## src/hdl/qar_pkg.sv

```systemverilog
// Shared constants, types and helper functions for the QPSK marker-based phase resolver.
package qar_pkg;

    localparam int SAMPLE_WIDTH   = 16;
    localparam int MARKER_SAMPLES = 64;
    localparam int MARKER_PAIRS   = MARKER_SAMPLES / 2;
    localparam int MARKER_M       = 2 * MARKER_PAIRS;
    localparam int PAIR_IDX_W     = $clog2(MARKER_PAIRS);
    localparam int CNT_W          = $clog2(MARKER_M + 1);

    localparam int THR_W   = 5;
    localparam int FRAME_W = 13;
    localparam int POS_W   = 12;

    localparam logic [FRAME_W-1:0] FRAME_MIN   = 13'd32;
    localparam logic [FRAME_W-1:0] FRAME_MAX   = 13'd4096;
    localparam logic [THR_W-1:0]   THR_RESET   = 5'd1;
    localparam logic [FRAME_W-1:0] FRAME_RESET = 13'd1056;

    localparam int QUEUE_DEPTH = 4;
    localparam int QPTR_W      = $clog2(QUEUE_DEPTH);

    // sync marker and its 90-degree rotation, first sample in the MSB
    localparam logic [63:0] SYNC_WORD   = 64'h0347_76C7_2728_95B0;
    localparam logic [63:0] SYNC_WORD90 = 64'hA921_1361_B1BE_C0DA;

    localparam logic [1:0] PH_45  = 2'd0;
    localparam logic [1:0] PH_135 = 2'd1;
    localparam logic [1:0] PH_225 = 2'd2;
    localparam logic [1:0] PH_315 = 2'd3;

    localparam int ADDR_W = 3;
    localparam logic REG_THRESHOLD   = 1'b0;
    localparam logic REG_FRAME_PAIRS = 1'b1;

    localparam logic signed [SAMPLE_WIDTH-1:0] SAMPLE_MIN = {1'b1, {(SAMPLE_WIDTH-1){1'b0}}};
    localparam logic signed [SAMPLE_WIDTH-1:0] SAMPLE_MAX = {1'b0, {(SAMPLE_WIDTH-1){1'b1}}};

    typedef logic signed [SAMPLE_WIDTH-1:0] sample_t;

    typedef struct packed {
        sample_t    pi;
        sample_t    pq;
    } qar_pair_t;

    typedef struct packed {
        qar_pair_t  pair;
        logic [1:0] phase;
        logic       first;
    } qar_item_t;

    typedef struct packed {
        logic full;
        logic empty;
    } qar_qstat_t;

    function automatic logic marker_bit(input logic [63:0] word, input logic [5:0] idx);
        return word[6'd63 - idx];
    endfunction

    // zero never agrees with either marker bit
    function automatic logic sign_agrees(input logic bitv, input sample_t v);
        if (bitv)
            return !v[SAMPLE_WIDTH-1] && (v != '0);
        return v[SAMPLE_WIDTH-1];
    endfunction

    function automatic sample_t sat_neg(input sample_t v);
        if (v == SAMPLE_MIN)
            return SAMPLE_MAX;
        return -v;
    endfunction

endpackage

```

## src/hdl/qar_if.sv

```systemverilog
// Request channel interfaces: sample pairs in, corrected pairs out.
interface qar_in_if import qar_pkg::*; ();
    logic    valid;
    logic    ready;
    sample_t sample_i;
    sample_t sample_q;

    modport source (output valid, output sample_i, output sample_q, input ready);
    modport sink   (input valid, input sample_i, input sample_q, output ready);
endinterface

interface qar_out_if import qar_pkg::*; ();
    logic       valid;
    logic       ready;
    sample_t    out_i;
    sample_t    out_q;
    logic [1:0] phase_code;
    logic       frame_first;

    modport source (output valid, output out_i, output out_q, output phase_code,
                    output frame_first, input ready);
    modport sink   (input valid, input out_i, input out_q, input phase_code,
                    input frame_first, output ready);
endinterface

```

## src/hdl/qpsk_asm_phase_resolver.sv

```systemverilog
// Top level: QPSK phase-ambiguity resolver keyed on the frame sync marker.
// Throughput: one pair per cycle while results.ready stays high, with no bubbles between frames.
// Path: each pair waits in the MARKER_PAIRS-deep delay line until later accepted requests
// push it out, then passes through the queue write and the output register.
// Reset: no result for the first 32 accepted pairs; phase defaults to 315 degrees,
// error_threshold to 1 and frame_pairs to 1056. Input is ready right after reset.
module qpsk_asm_phase_resolver import qar_pkg::*; (
    input  logic              clk,
    input  logic              rst_n,
    qar_in_if.sink            samples,
    qar_out_if.source         results,
    input  logic              psel,
    input  logic              penable,
    input  logic              pwrite,
    input  logic [ADDR_W-1:0] paddr,
    input  logic [31:0]       pwdata,
    output logic [31:0]       prdata,
    output logic              pready
);

    logic [THR_W-1:0]   thr_reg;
    logic [FRAME_W-1:0] frame_pairs_reg;
    logic               cfg_wr;

    logic       push;
    logic       pop;
    qar_item_t  push_item;
    qar_item_t  head;
    qar_qstat_t qstat;

    assign pready = 1'b1;
    assign cfg_wr = psel && penable && pwrite && pready;

    always_ff @(posedge clk or negedge rst_n)
    begin
        if (!rst_n)
        begin
            thr_reg         <= THR_RESET;
            frame_pairs_reg <= FRAME_RESET;
        end
        else if (cfg_wr)
        begin
            case (paddr[2])
                REG_THRESHOLD:   thr_reg         <= pwdata[THR_W-1:0];
                REG_FRAME_PAIRS: frame_pairs_reg <= pwdata[FRAME_W-1:0];
                default:         thr_reg         <= thr_reg;
            endcase
        end
    end

    always_comb
    begin
        case (paddr[2])
            REG_THRESHOLD:   prdata = 32'(thr_reg);
            REG_FRAME_PAIRS: prdata = 32'(frame_pairs_reg);
            default:         prdata = '0;
        endcase
    end

    qar_front u_front (
        .clk       (clk),
        .rst_n     (rst_n),
        .samples   (samples),
        .err_thr   (thr_reg),
        .frame_len (frame_pairs_reg),
        .qstat     (qstat),
        .push      (push),
        .push_item (push_item)
    );

    qar_queue u_queue (
        .clk       (clk),
        .rst_n     (rst_n),
        .push      (push),
        .push_item (push_item),
        .pop       (pop),
        .head      (head),
        .qstat     (qstat)
    );

    qar_back u_back (
        .clk     (clk),
        .rst_n   (rst_n),
        .head    (head),
        .qstat   (qstat),
        .pop     (pop),
        .results (results)
    );

endmodule

```

## src/hdl/qar_front.sv

```systemverilog
// Front end: frame position, marker correlation, phase decision and pair delay line.
module qar_front import qar_pkg::*; (
    input  logic             clk,
    input  logic             rst_n,
    qar_in_if.sink           samples,
    input  logic [THR_W-1:0] err_thr,
    input  logic [FRAME_W-1:0] frame_len,
    input  qar_qstat_t       qstat,
    output logic             push,
    output qar_item_t        push_item
);

    logic [POS_W-1:0] pos_reg, pos_next;
    logic [CNT_W-1:0] match_reg, match_next;
    logic [CNT_W-1:0] match90_reg, match90_next;
    logic [1:0]       phase_reg, phase_next;
    logic             warm_reg, warm_next;
    qar_pair_t        dly_reg [MARKER_PAIRS];

    logic             accept;
    logic [FRAME_W-1:0] len_c;
    logic [FRAME_W-1:0] first_pos;
    logic             in_marker;
    logic [5:0]       idx_i, idx_q;
    logic [1:0]       a_sum, b_sum;
    logic [CNT_W:0]   thr_ext;
    logic [1:0]       decided;

    assign samples.ready = !qstat.full;
    assign accept        = samples.valid && samples.ready;

    always_comb
    begin
        if (frame_len < FRAME_MIN)
            len_c = FRAME_MIN;
        else if (frame_len > FRAME_MAX)
            len_c = FRAME_MAX;
        else
            len_c = frame_len;
    end

    // first pair out of the line is MARKER_PAIRS positions behind, modulo frame length
    assign first_pos = (len_c == FRAME_W'(MARKER_PAIRS)) ? '0 : FRAME_W'(MARKER_PAIRS);

    assign in_marker = pos_reg < POS_W'(MARKER_PAIRS);
    assign idx_i     = {pos_reg[PAIR_IDX_W-1:0], 1'b0};
    assign idx_q     = {pos_reg[PAIR_IDX_W-1:0], 1'b1};

    always_comb
    begin
        a_sum = 2'(sign_agrees(marker_bit(SYNC_WORD, idx_i), samples.sample_i))
              + 2'(sign_agrees(marker_bit(SYNC_WORD, idx_q), samples.sample_q));
        b_sum = 2'(sign_agrees(marker_bit(SYNC_WORD90, idx_i), samples.sample_i))
              + 2'(sign_agrees(marker_bit(SYNC_WORD90, idx_q), samples.sample_q));
    end

    always_comb
    begin
        match_next   = match_reg;
        match90_next = match90_reg;
        if (in_marker)
        begin
            match_next   = (pos_reg == '0) ? CNT_W'(a_sum) : match_reg + CNT_W'(a_sum);
            match90_next = (pos_reg == '0) ? CNT_W'(b_sum) : match90_reg + CNT_W'(b_sum);
        end
    end

    assign thr_ext = (CNT_W+1)'(err_thr);

    always_comb
    begin
        if ({1'b0, match_next} + thr_ext >= (CNT_W+1)'(MARKER_M))
            decided = PH_45;
        else if ({1'b0, match_next} <= thr_ext)
            decided = PH_225;
        else if ({1'b0, match90_next} + thr_ext >= (CNT_W+1)'(MARKER_M))
            decided = PH_135;
        else
            decided = PH_315;
    end

    always_comb
    begin
        phase_next = phase_reg;
        warm_next  = warm_reg;
        if (pos_reg == POS_W'(MARKER_PAIRS - 1))
        begin
            phase_next = decided;
            warm_next  = 1'b1;
        end
        if ({1'b0, pos_reg} + 1'b1 >= len_c)
            pos_next = '0;
        else
            pos_next = pos_reg + 1'b1;
    end

    assign push                = accept && warm_reg;
    assign push_item.pair      = dly_reg[MARKER_PAIRS-1];
    assign push_item.phase     = phase_reg;
    assign push_item.first     = ({1'b0, pos_reg} == first_pos);

    always_ff @(posedge clk or negedge rst_n)
    begin
        if (!rst_n)
        begin
            pos_reg     <= '0;
            match_reg   <= '0;
            match90_reg <= '0;
            phase_reg   <= PH_315;
            warm_reg    <= 1'b0;
        end
        else if (accept)
        begin
            pos_reg     <= pos_next;
            match_reg   <= match_next;
            match90_reg <= match90_next;
            phase_reg   <= phase_next;
            warm_reg    <= warm_next;
        end
    end

    always_ff @(posedge clk)
    begin
        if (accept)
        begin
            dly_reg[0] <= '{pi: samples.sample_i, pq: samples.sample_q};
            for (int k = 1; k < MARKER_PAIRS; k++)
                dly_reg[k] <= dly_reg[k-1];
        end
    end

endmodule

```

## src/hdl/qar_queue.sv

```systemverilog
// Short FIFO between front end and output stage.
module qar_queue import qar_pkg::*; (
    input  logic       clk,
    input  logic       rst_n,
    input  logic       push,
    input  qar_item_t  push_item,
    input  logic       pop,
    output qar_item_t  head,
    output qar_qstat_t qstat
);

    qar_item_t         ent_reg [QUEUE_DEPTH];
    logic [QPTR_W-1:0] wr_reg, rd_reg;
    logic [QPTR_W:0]   cnt_reg, cnt_next;
    logic              do_push, do_pop;

    assign qstat.full  = (cnt_reg == (QPTR_W+1)'(QUEUE_DEPTH));
    assign qstat.empty = (cnt_reg == '0);
    assign do_push     = push && !qstat.full;
    assign do_pop      = pop && !qstat.empty;
    assign head        = ent_reg[rd_reg];

    always_comb
    begin
        cnt_next = cnt_reg;
        if (do_push && !do_pop)
            cnt_next = cnt_reg + 1'b1;
        else if (do_pop && !do_push)
            cnt_next = cnt_reg - 1'b1;
    end

    always_ff @(posedge clk or negedge rst_n)
    begin
        if (!rst_n)
        begin
            wr_reg  <= '0;
            rd_reg  <= '0;
            cnt_reg <= '0;
        end
        else
        begin
            if (do_push)
                wr_reg <= wr_reg + 1'b1;
            if (do_pop)
                rd_reg <= rd_reg + 1'b1;
            cnt_reg <= cnt_next;
        end
    end

    always_ff @(posedge clk)
    begin
        if (do_push)
            ent_reg[wr_reg] <= push_item;
    end

endmodule

```

## src/hdl/qar_back.sv

```systemverilog
// Output stage: applies the phase correction and holds the result register.
module qar_back import qar_pkg::*; (
    input  logic       clk,
    input  logic       rst_n,
    input  qar_item_t  head,
    input  qar_qstat_t qstat,
    output logic       pop,
    qar_out_if.source  results
);

    logic       valid_reg, valid_next;
    sample_t    oi_reg, oq_reg;
    logic [1:0] ph_reg;
    logic       first_reg;

    sample_t    ri, rq;
    logic       same_sign;
    logic       load_ok;

    assign same_sign = (!head.pair.pi[SAMPLE_WIDTH-1] && head.pair.pi != '0
                        && !head.pair.pq[SAMPLE_WIDTH-1] && head.pair.pq != '0)
                    || (head.pair.pi[SAMPLE_WIDTH-1] && head.pair.pq[SAMPLE_WIDTH-1]);

    always_comb
    begin
        ri = head.pair.pi;
        rq = head.pair.pq;
        case (head.phase)
            PH_225:
            begin
                ri = sat_neg(head.pair.pi);
                rq = sat_neg(head.pair.pq);
            end
            PH_135:
            begin
                if (same_sign)
                    rq = sat_neg(head.pair.pq);
                else
                    ri = sat_neg(head.pair.pi);
            end
            PH_315:
            begin
                if (same_sign)
                    ri = sat_neg(head.pair.pi);
                else
                    rq = sat_neg(head.pair.pq);
            end
            default:
            begin
                ri = head.pair.pi;
                rq = head.pair.pq;
            end
        endcase
    end

    assign load_ok = !valid_reg || results.ready;
    assign pop     = load_ok && !qstat.empty;

    always_comb
    begin
        if (pop)
            valid_next = 1'b1;
        else if (results.ready)
            valid_next = 1'b0;
        else
            valid_next = valid_reg;
    end

    always_ff @(posedge clk or negedge rst_n)
    begin
        if (!rst_n)
            valid_reg <= 1'b0;
        else
            valid_reg <= valid_next;
    end

    always_ff @(posedge clk)
    begin
        if (pop)
        begin
            oi_reg    <= ri;
            oq_reg    <= rq;
            ph_reg    <= head.phase;
            first_reg <= head.first;
        end
    end

    assign results.valid       = valid_reg;
    assign results.out_i       = oi_reg;
    assign results.out_q       = oq_reg;
    assign results.phase_code  = ph_reg;
    assign results.frame_first = first_reg;

endmodule

```

## src/flat_wrapper.sv

```systemverilog
// flat-port wrapper written by rule: the top's interface ports become plain ports
module qpsk_asm_phase_resolver_flat import qar_pkg::*;
  (clk, rst_n, psel, penable, pwrite, paddr, pwdata, prdata, pready, samples_valid, samples_sample_i, samples_sample_q, samples_ready, results_valid, results_out_i, results_out_q, results_phase_code, results_frame_first, results_ready);
  qar_in_if samples_i ();
  qar_out_if results_i ();
  input  logic clk;
  input  logic rst_n;
  input  logic psel;
  input  logic penable;
  input  logic pwrite;
  input  logic [ADDR_W-1:0] paddr;
  input  logic [31:0] pwdata;
  output logic [31:0] prdata;
  output logic pready;
  input wire logic [$bits(samples_i.valid)-1:0] samples_valid;
  input wire logic [$bits(samples_i.sample_i)-1:0] samples_sample_i;
  input wire logic [$bits(samples_i.sample_q)-1:0] samples_sample_q;
  output wire logic [$bits(samples_i.ready)-1:0] samples_ready;
  output wire logic [$bits(results_i.valid)-1:0] results_valid;
  output wire logic [$bits(results_i.out_i)-1:0] results_out_i;
  output wire logic [$bits(results_i.out_q)-1:0] results_out_q;
  output wire logic [$bits(results_i.phase_code)-1:0] results_phase_code;
  output wire logic [$bits(results_i.frame_first)-1:0] results_frame_first;
  input wire logic [$bits(results_i.ready)-1:0] results_ready;
  assign samples_i.valid = samples_valid;
  assign samples_i.sample_i = samples_sample_i;
  assign samples_i.sample_q = samples_sample_q;
  assign samples_ready = samples_i.ready;
  assign results_valid = results_i.valid;
  assign results_out_i = results_i.out_i;
  assign results_out_q = results_i.out_q;
  assign results_phase_code = results_i.phase_code;
  assign results_frame_first = results_i.frame_first;
  assign results_i.ready = results_ready;
  qpsk_asm_phase_resolver u_core (.clk(clk), .rst_n(rst_n), .samples(samples_i), .results(results_i), .psel(psel), .penable(penable), .pwrite(pwrite), .paddr(paddr), .pwdata(pwdata), .prdata(prdata), .pready(pready));
endmodule
```

## config.mk

```make
export PLATFORM = sky130hd
export DESIGN_NAME = qpsk_asm_phase_resolver_flat
export DESIGN_NICKNAME = d
export VERILOG_FILES = /design/src/hdl/qar_pkg.sv /design/src/hdl/qar_if.sv /design/src/hdl/qpsk_asm_phase_resolver.sv /design/src/hdl/qar_front.sv /design/src/hdl/qar_queue.sv /design/src/hdl/qar_back.sv /design/src/flat_wrapper.sv
export SDC_FILE = /design/constraint.sdc
export NUM_CORES = 1
export LEC_CHECK = 0
export BUFFER_PORTS_ARGS = -buffer_cell sky130_fd_sc_hd__buf_4
export CAP_MARGIN = 20
export CORE_MARGIN = 2
export CORE_UTILIZATION = 49
export DETAILED_ROUTE_END_ITERATION = 10
export PLACE_DENSITY = 0.74
export SLEW_MARGIN = 40
export SYNTH_ARGS = -nofsm -noshare
export SYNTH_HDL_FRONTEND = slang
export SYNTH_SLANG_ARGS = --single-unit
export TNS_END_PERCENT = 30
```

## constraint.sdc

```tcl
create_clock -name clk -period 60.2 [get_ports clk]
set_clock_uncertainty 0.15 [all_clocks]
set_input_delay 9.03 -clock clk [delete_from_list [all_inputs] [get_ports clk]]
set_output_delay 9.03 -clock clk [all_outputs]
set_load 0.02 [all_outputs]
```

==> impl_results.md <==
* Crit Reg-Reg Endpoint: u_core.u_front.phase_reg[1]$_DFFE_PN1P_
* Synth area leaders: edfxtp_1 (85%), dfrtp_1 (3.0%), mux4_2 (1.9%), ha_1 (1.4%), nand2_1 (0.82%)
* CTS clk-pin slew, worst paths at 0.06 ns
* Die Y at 298 um
* Area occupied by registers at 37400 um2
* TritonCTS clock tree: done
* Tightest Pin Transition at 0.767 ns
* RSZ-0062 raised after global routing: no
* Area after DPL at 44600 um2
* Grt total ovfl at 0
* FMAX at 0.0526 GHz
* MaxCap Viol Count at 0
* WL/cell at 17.1 um
* Core box area at 85400 um2
* Initial DRT Pass Iterations at 8
* Buf/Inv on CP at 2
* GRT Total Usage at 12.8%
* Initial Utilization at 49.6%
* Largest register FFs at 1024
* Reg2reg start: u_core.u_front.pos_reg[0]$_DFFE_PN0P_
* Clock buffer depth at 3
* CTS Hold Buffers Added at 0
* Initial antenna violation count at 0
* Proportion of layout cells with a drive suffix above 1 at 16.9%
* Number of enable flip-flop cells after synthesis at 1199
* Synth Instances at 1926
* Leakage at 16.7 nW
* Power Dens Cells at 47.4 nW/um2
* Setup_tns at 0 ns
* Largest net degree at the start of global routing at 106
* Slowest-stage cell, CP: mux2_2
* H-tree Lvls at 3
* Via Count at 17300
* Die width at 298 um
* Hold Path End: u_core.u_front.dly_reg[1][75]$_DFFE_PP_
* Period minus WS final at 19.00 ns
* Reg2Reg Setup Slack at 54.59 ns
* Area of the multi-input gates at 4620 um2
* Top FF cell, synth: edfxtp_1
* CP max stage delay at 0.38 ns
* CP delay by family, top: buffers and inverters
* CP Capture Type: output pin
* Detailed-route wire length at 57700 um
* Area Overhead vs Synth at 14.0%
* Cell row count at 107
* Worst path most repeated cell: buf_4
* CTS buffer count at 111
* Register area share after synthesis at 88.3%
* Boundary pin count at 144
* Slew HR at 48.7%
* Worst-case reg-to-reg path depth at 21
* Final Hold Viols at 0
* Setup violations, final at 0
* Top cell type's share of synthesized area at 85.0%
* Setup CP Type: input port to output pin
* Status: finished, final reports clean
* Worst setup SP type: input port
* Ys async rst share at 4.39%
* Synth Register Bits at 1254
* Sink Count at 1254
* Hold-critical path depth at 0
* First-pass GRT wire length at 90600 um
* Number of global-route vias before repair at 17400
* Final worst-path cycle share at 31.6%
* Iter 0 DRT Violations at 1440
* Netlist Area Pre-Place at 42400 um2
* Clock latency on the worst-skew pair at 0.67 ns
* Syn Area/Cell at 22.0 um2
* Peak supply drop at 36.0 uV
* Post-synth top area cell: edfxtp_1
* Die Footprint at 88800 um2
* Root Driver: clkbuf_16
* CTS-repair resized insts at 0
* Crit path required time at 51.02 ns
* Yosys warnings at 0
* Max Slew Vio Count at 0
* Number of port buffers at 102
* Worst path arrival time at 9.82 ns
* Number of remaining DRC errors at 0
* Layout fillers at 6117
* Min-delay src: u_core.u_front.dly_reg[1][43]$_DFFE_PP_
* Antenna violation net count after detailed routing at 0
* Worst Path Max Fanout at 20
* Final instance area at 48300 um2
* Setup repair bufs after CTS at 0
* Number of vias per cell at 5.13
* RD Place Congestion at 0.829
* Synth cell types at 67
* Worst hold-check path type: flip-flop to flip-flop
* Layout Nets at 2260
* DP Wirelength at 32300 um
* Cells along the critical path: buf_4 > mux2_2 > buf_4
-- stage by stage --
stage | power (mW) | util [%] | setup slack (ns) | cells | hold slack, ns
CTS | 2.32 | 56.5 | 41.21 | 3365 | 0.246
finish | 2.29 | 56.5 | 41.20 | 3367 | 0.252
floorplan | 1.69 | - | 19.47 | 1944 | 0.250
global placement | 1.58 | 52.1 | 41.21 | 3161 | 0.250
global route | 2.40 | 56.5 | 41.18 | 3366 | 0.251
detailed placement | 1.61 | 52.3 | 41.21 | 3165 | 0.255
-- kinds of logic (layout without fill, tap and decap cells) --
group / after synthesis / after routing / share of synthesized area, %
adders and majority gates: 51 / 51 / 1.60
AOI/OAI and AO/OA: 153 / 153 / 2.37
xor gates and xnor gates: 25 / 25 / 0.535
other: 2 / 21 / 0.0177
muxes: 73 / 73 / 2.90
DFF: 1254 / 1254 / 88.3
buffers and inverters: 92 / 370 / 1.10
and+or+nand+nor: 276 / 276 / 3.22
-- cells in the final DEF, fill, tap and decap left out, types with 15 or more instances in the layout --
| cell type | n |
|---|---|
| buf_4 | 115 |
| xor2_1 | 15 |
| mux2_2 | 26 |
| nand2_1 | 92 |
| clkbuf_1 | 19 |
| nor3_1 | 18 |
| ha_1 | 46 |
| o21ai_0 | 54 |
| conb_1 | 20 |
| nand3_1 | 18 |
| nor2_1 | 60 |
| clkbuf_16 | 111 |
| edfxtp_1 | 1199 |
| dfrtp_1 | 49 |
| clkinv_1 | 24 |
| clkinv_2 | 17 |
| a21oi_1 | 22 |
| inv_1 | 41 |
| mux4_2 | 36 |
-- synth_stat cells, types with 3 or more instances --
cell type     n
o21ai_0      54
buf_6         5
or2_2         7
mux2i_1      10
and3_1       13
dfrtp_1      50
nor3_2        3
nor3_1       20
and2_1       10
nor2b_1       5
o21a_1        7
buf_2         6
nand4_1       5
clkbuf_1     18
inv_1        42
o41ai_1       3
o31ai_1       9
a21o_1       10
mux4_2       36
a22o_1        9
a21oi_1      23
or3_1        11
xnor2_1       9
nand3_1      18
o32a_1        6
buf_4        20
o22a_1        3
o21ai_1       4
mux2_2       26
dfstp_2       5
or4_1         3
xor2_1       15
nand2_1      92
fa_1          5
a31oi_1       6
edfxtp_1   1199
nor2_1       60
nor4_1        9
ha_1         46
nand2b_1      8
-- cell type report --
type | instances | area share (%)
Timing Repair Buffer | 128 | 2.21
Multi-Input combinational cell | 598 | 9.57
Inverter | 42 | 0.342
Clock buffer | 130 | 5.90
Tap cell | 1144 | 2.96
Sequential cell | 1254 | 77.4
Clock inverter | 70 | 1.59
Antenna cell | 1 | 0.00518
-- worst register-to-register path: stages, from the launching register on --
cell and delay, ns:
dfrtp_1 0.55, inv_1 0.15, ha_1 0.36, mux4_2 0.46, a21oi_1 0.32, mux2_2 0.38
ha_1 0.30, ha_1 0.21, inv_1 0.07, fa_1 0.41, nor2_1 0.12, a21oi_1 0.06
a21oi_1 0.24, inv_1 0.09, fa_1 0.43, nor2b_1 0.14, o21a_1 0.11, o21ai_0 0.09
a2111oi_0 0.47, and3_1 0.22, nor3_1 0.05, o21ai_0 0.16
-- report_power, final --
group          switching [mW]  internal, mW
registers              0.0633          1.22
logic                   0.204         0.109
clock network           0.298         0.395
total                   0.565          1.73
-- how the worst max path moves through the flow --
stage	from	to	slack (ns)	depth (start not counted)
floorplan	samples_valid	u_core.u_queue.ent_reg[1][0]$_DFFE_PP_	19.47	4
global placement	paddr[2]	prdata[0]	41.21	3
detailed placement	paddr[2]	prdata[0]	41.21	3
CTS	paddr[2]	prdata[0]	41.21	3
global route	paddr[2]	prdata[0]	41.18	3
finish	paddr[2]	prdata[0]	41.20	3
-- metal layers --
metal / vias to the layer above / GRT usage, % / wire length (um)
li1: 7959 / - / -
met1: 8697 / 17.4 / 24900
met2: 498 / 20.9 / 27900
met3: 128 / 2.76 / 3560
met4: 0 / 4.36 / 1380
met5: - / 0 / 0
Power figures use the tool's default switching activity.
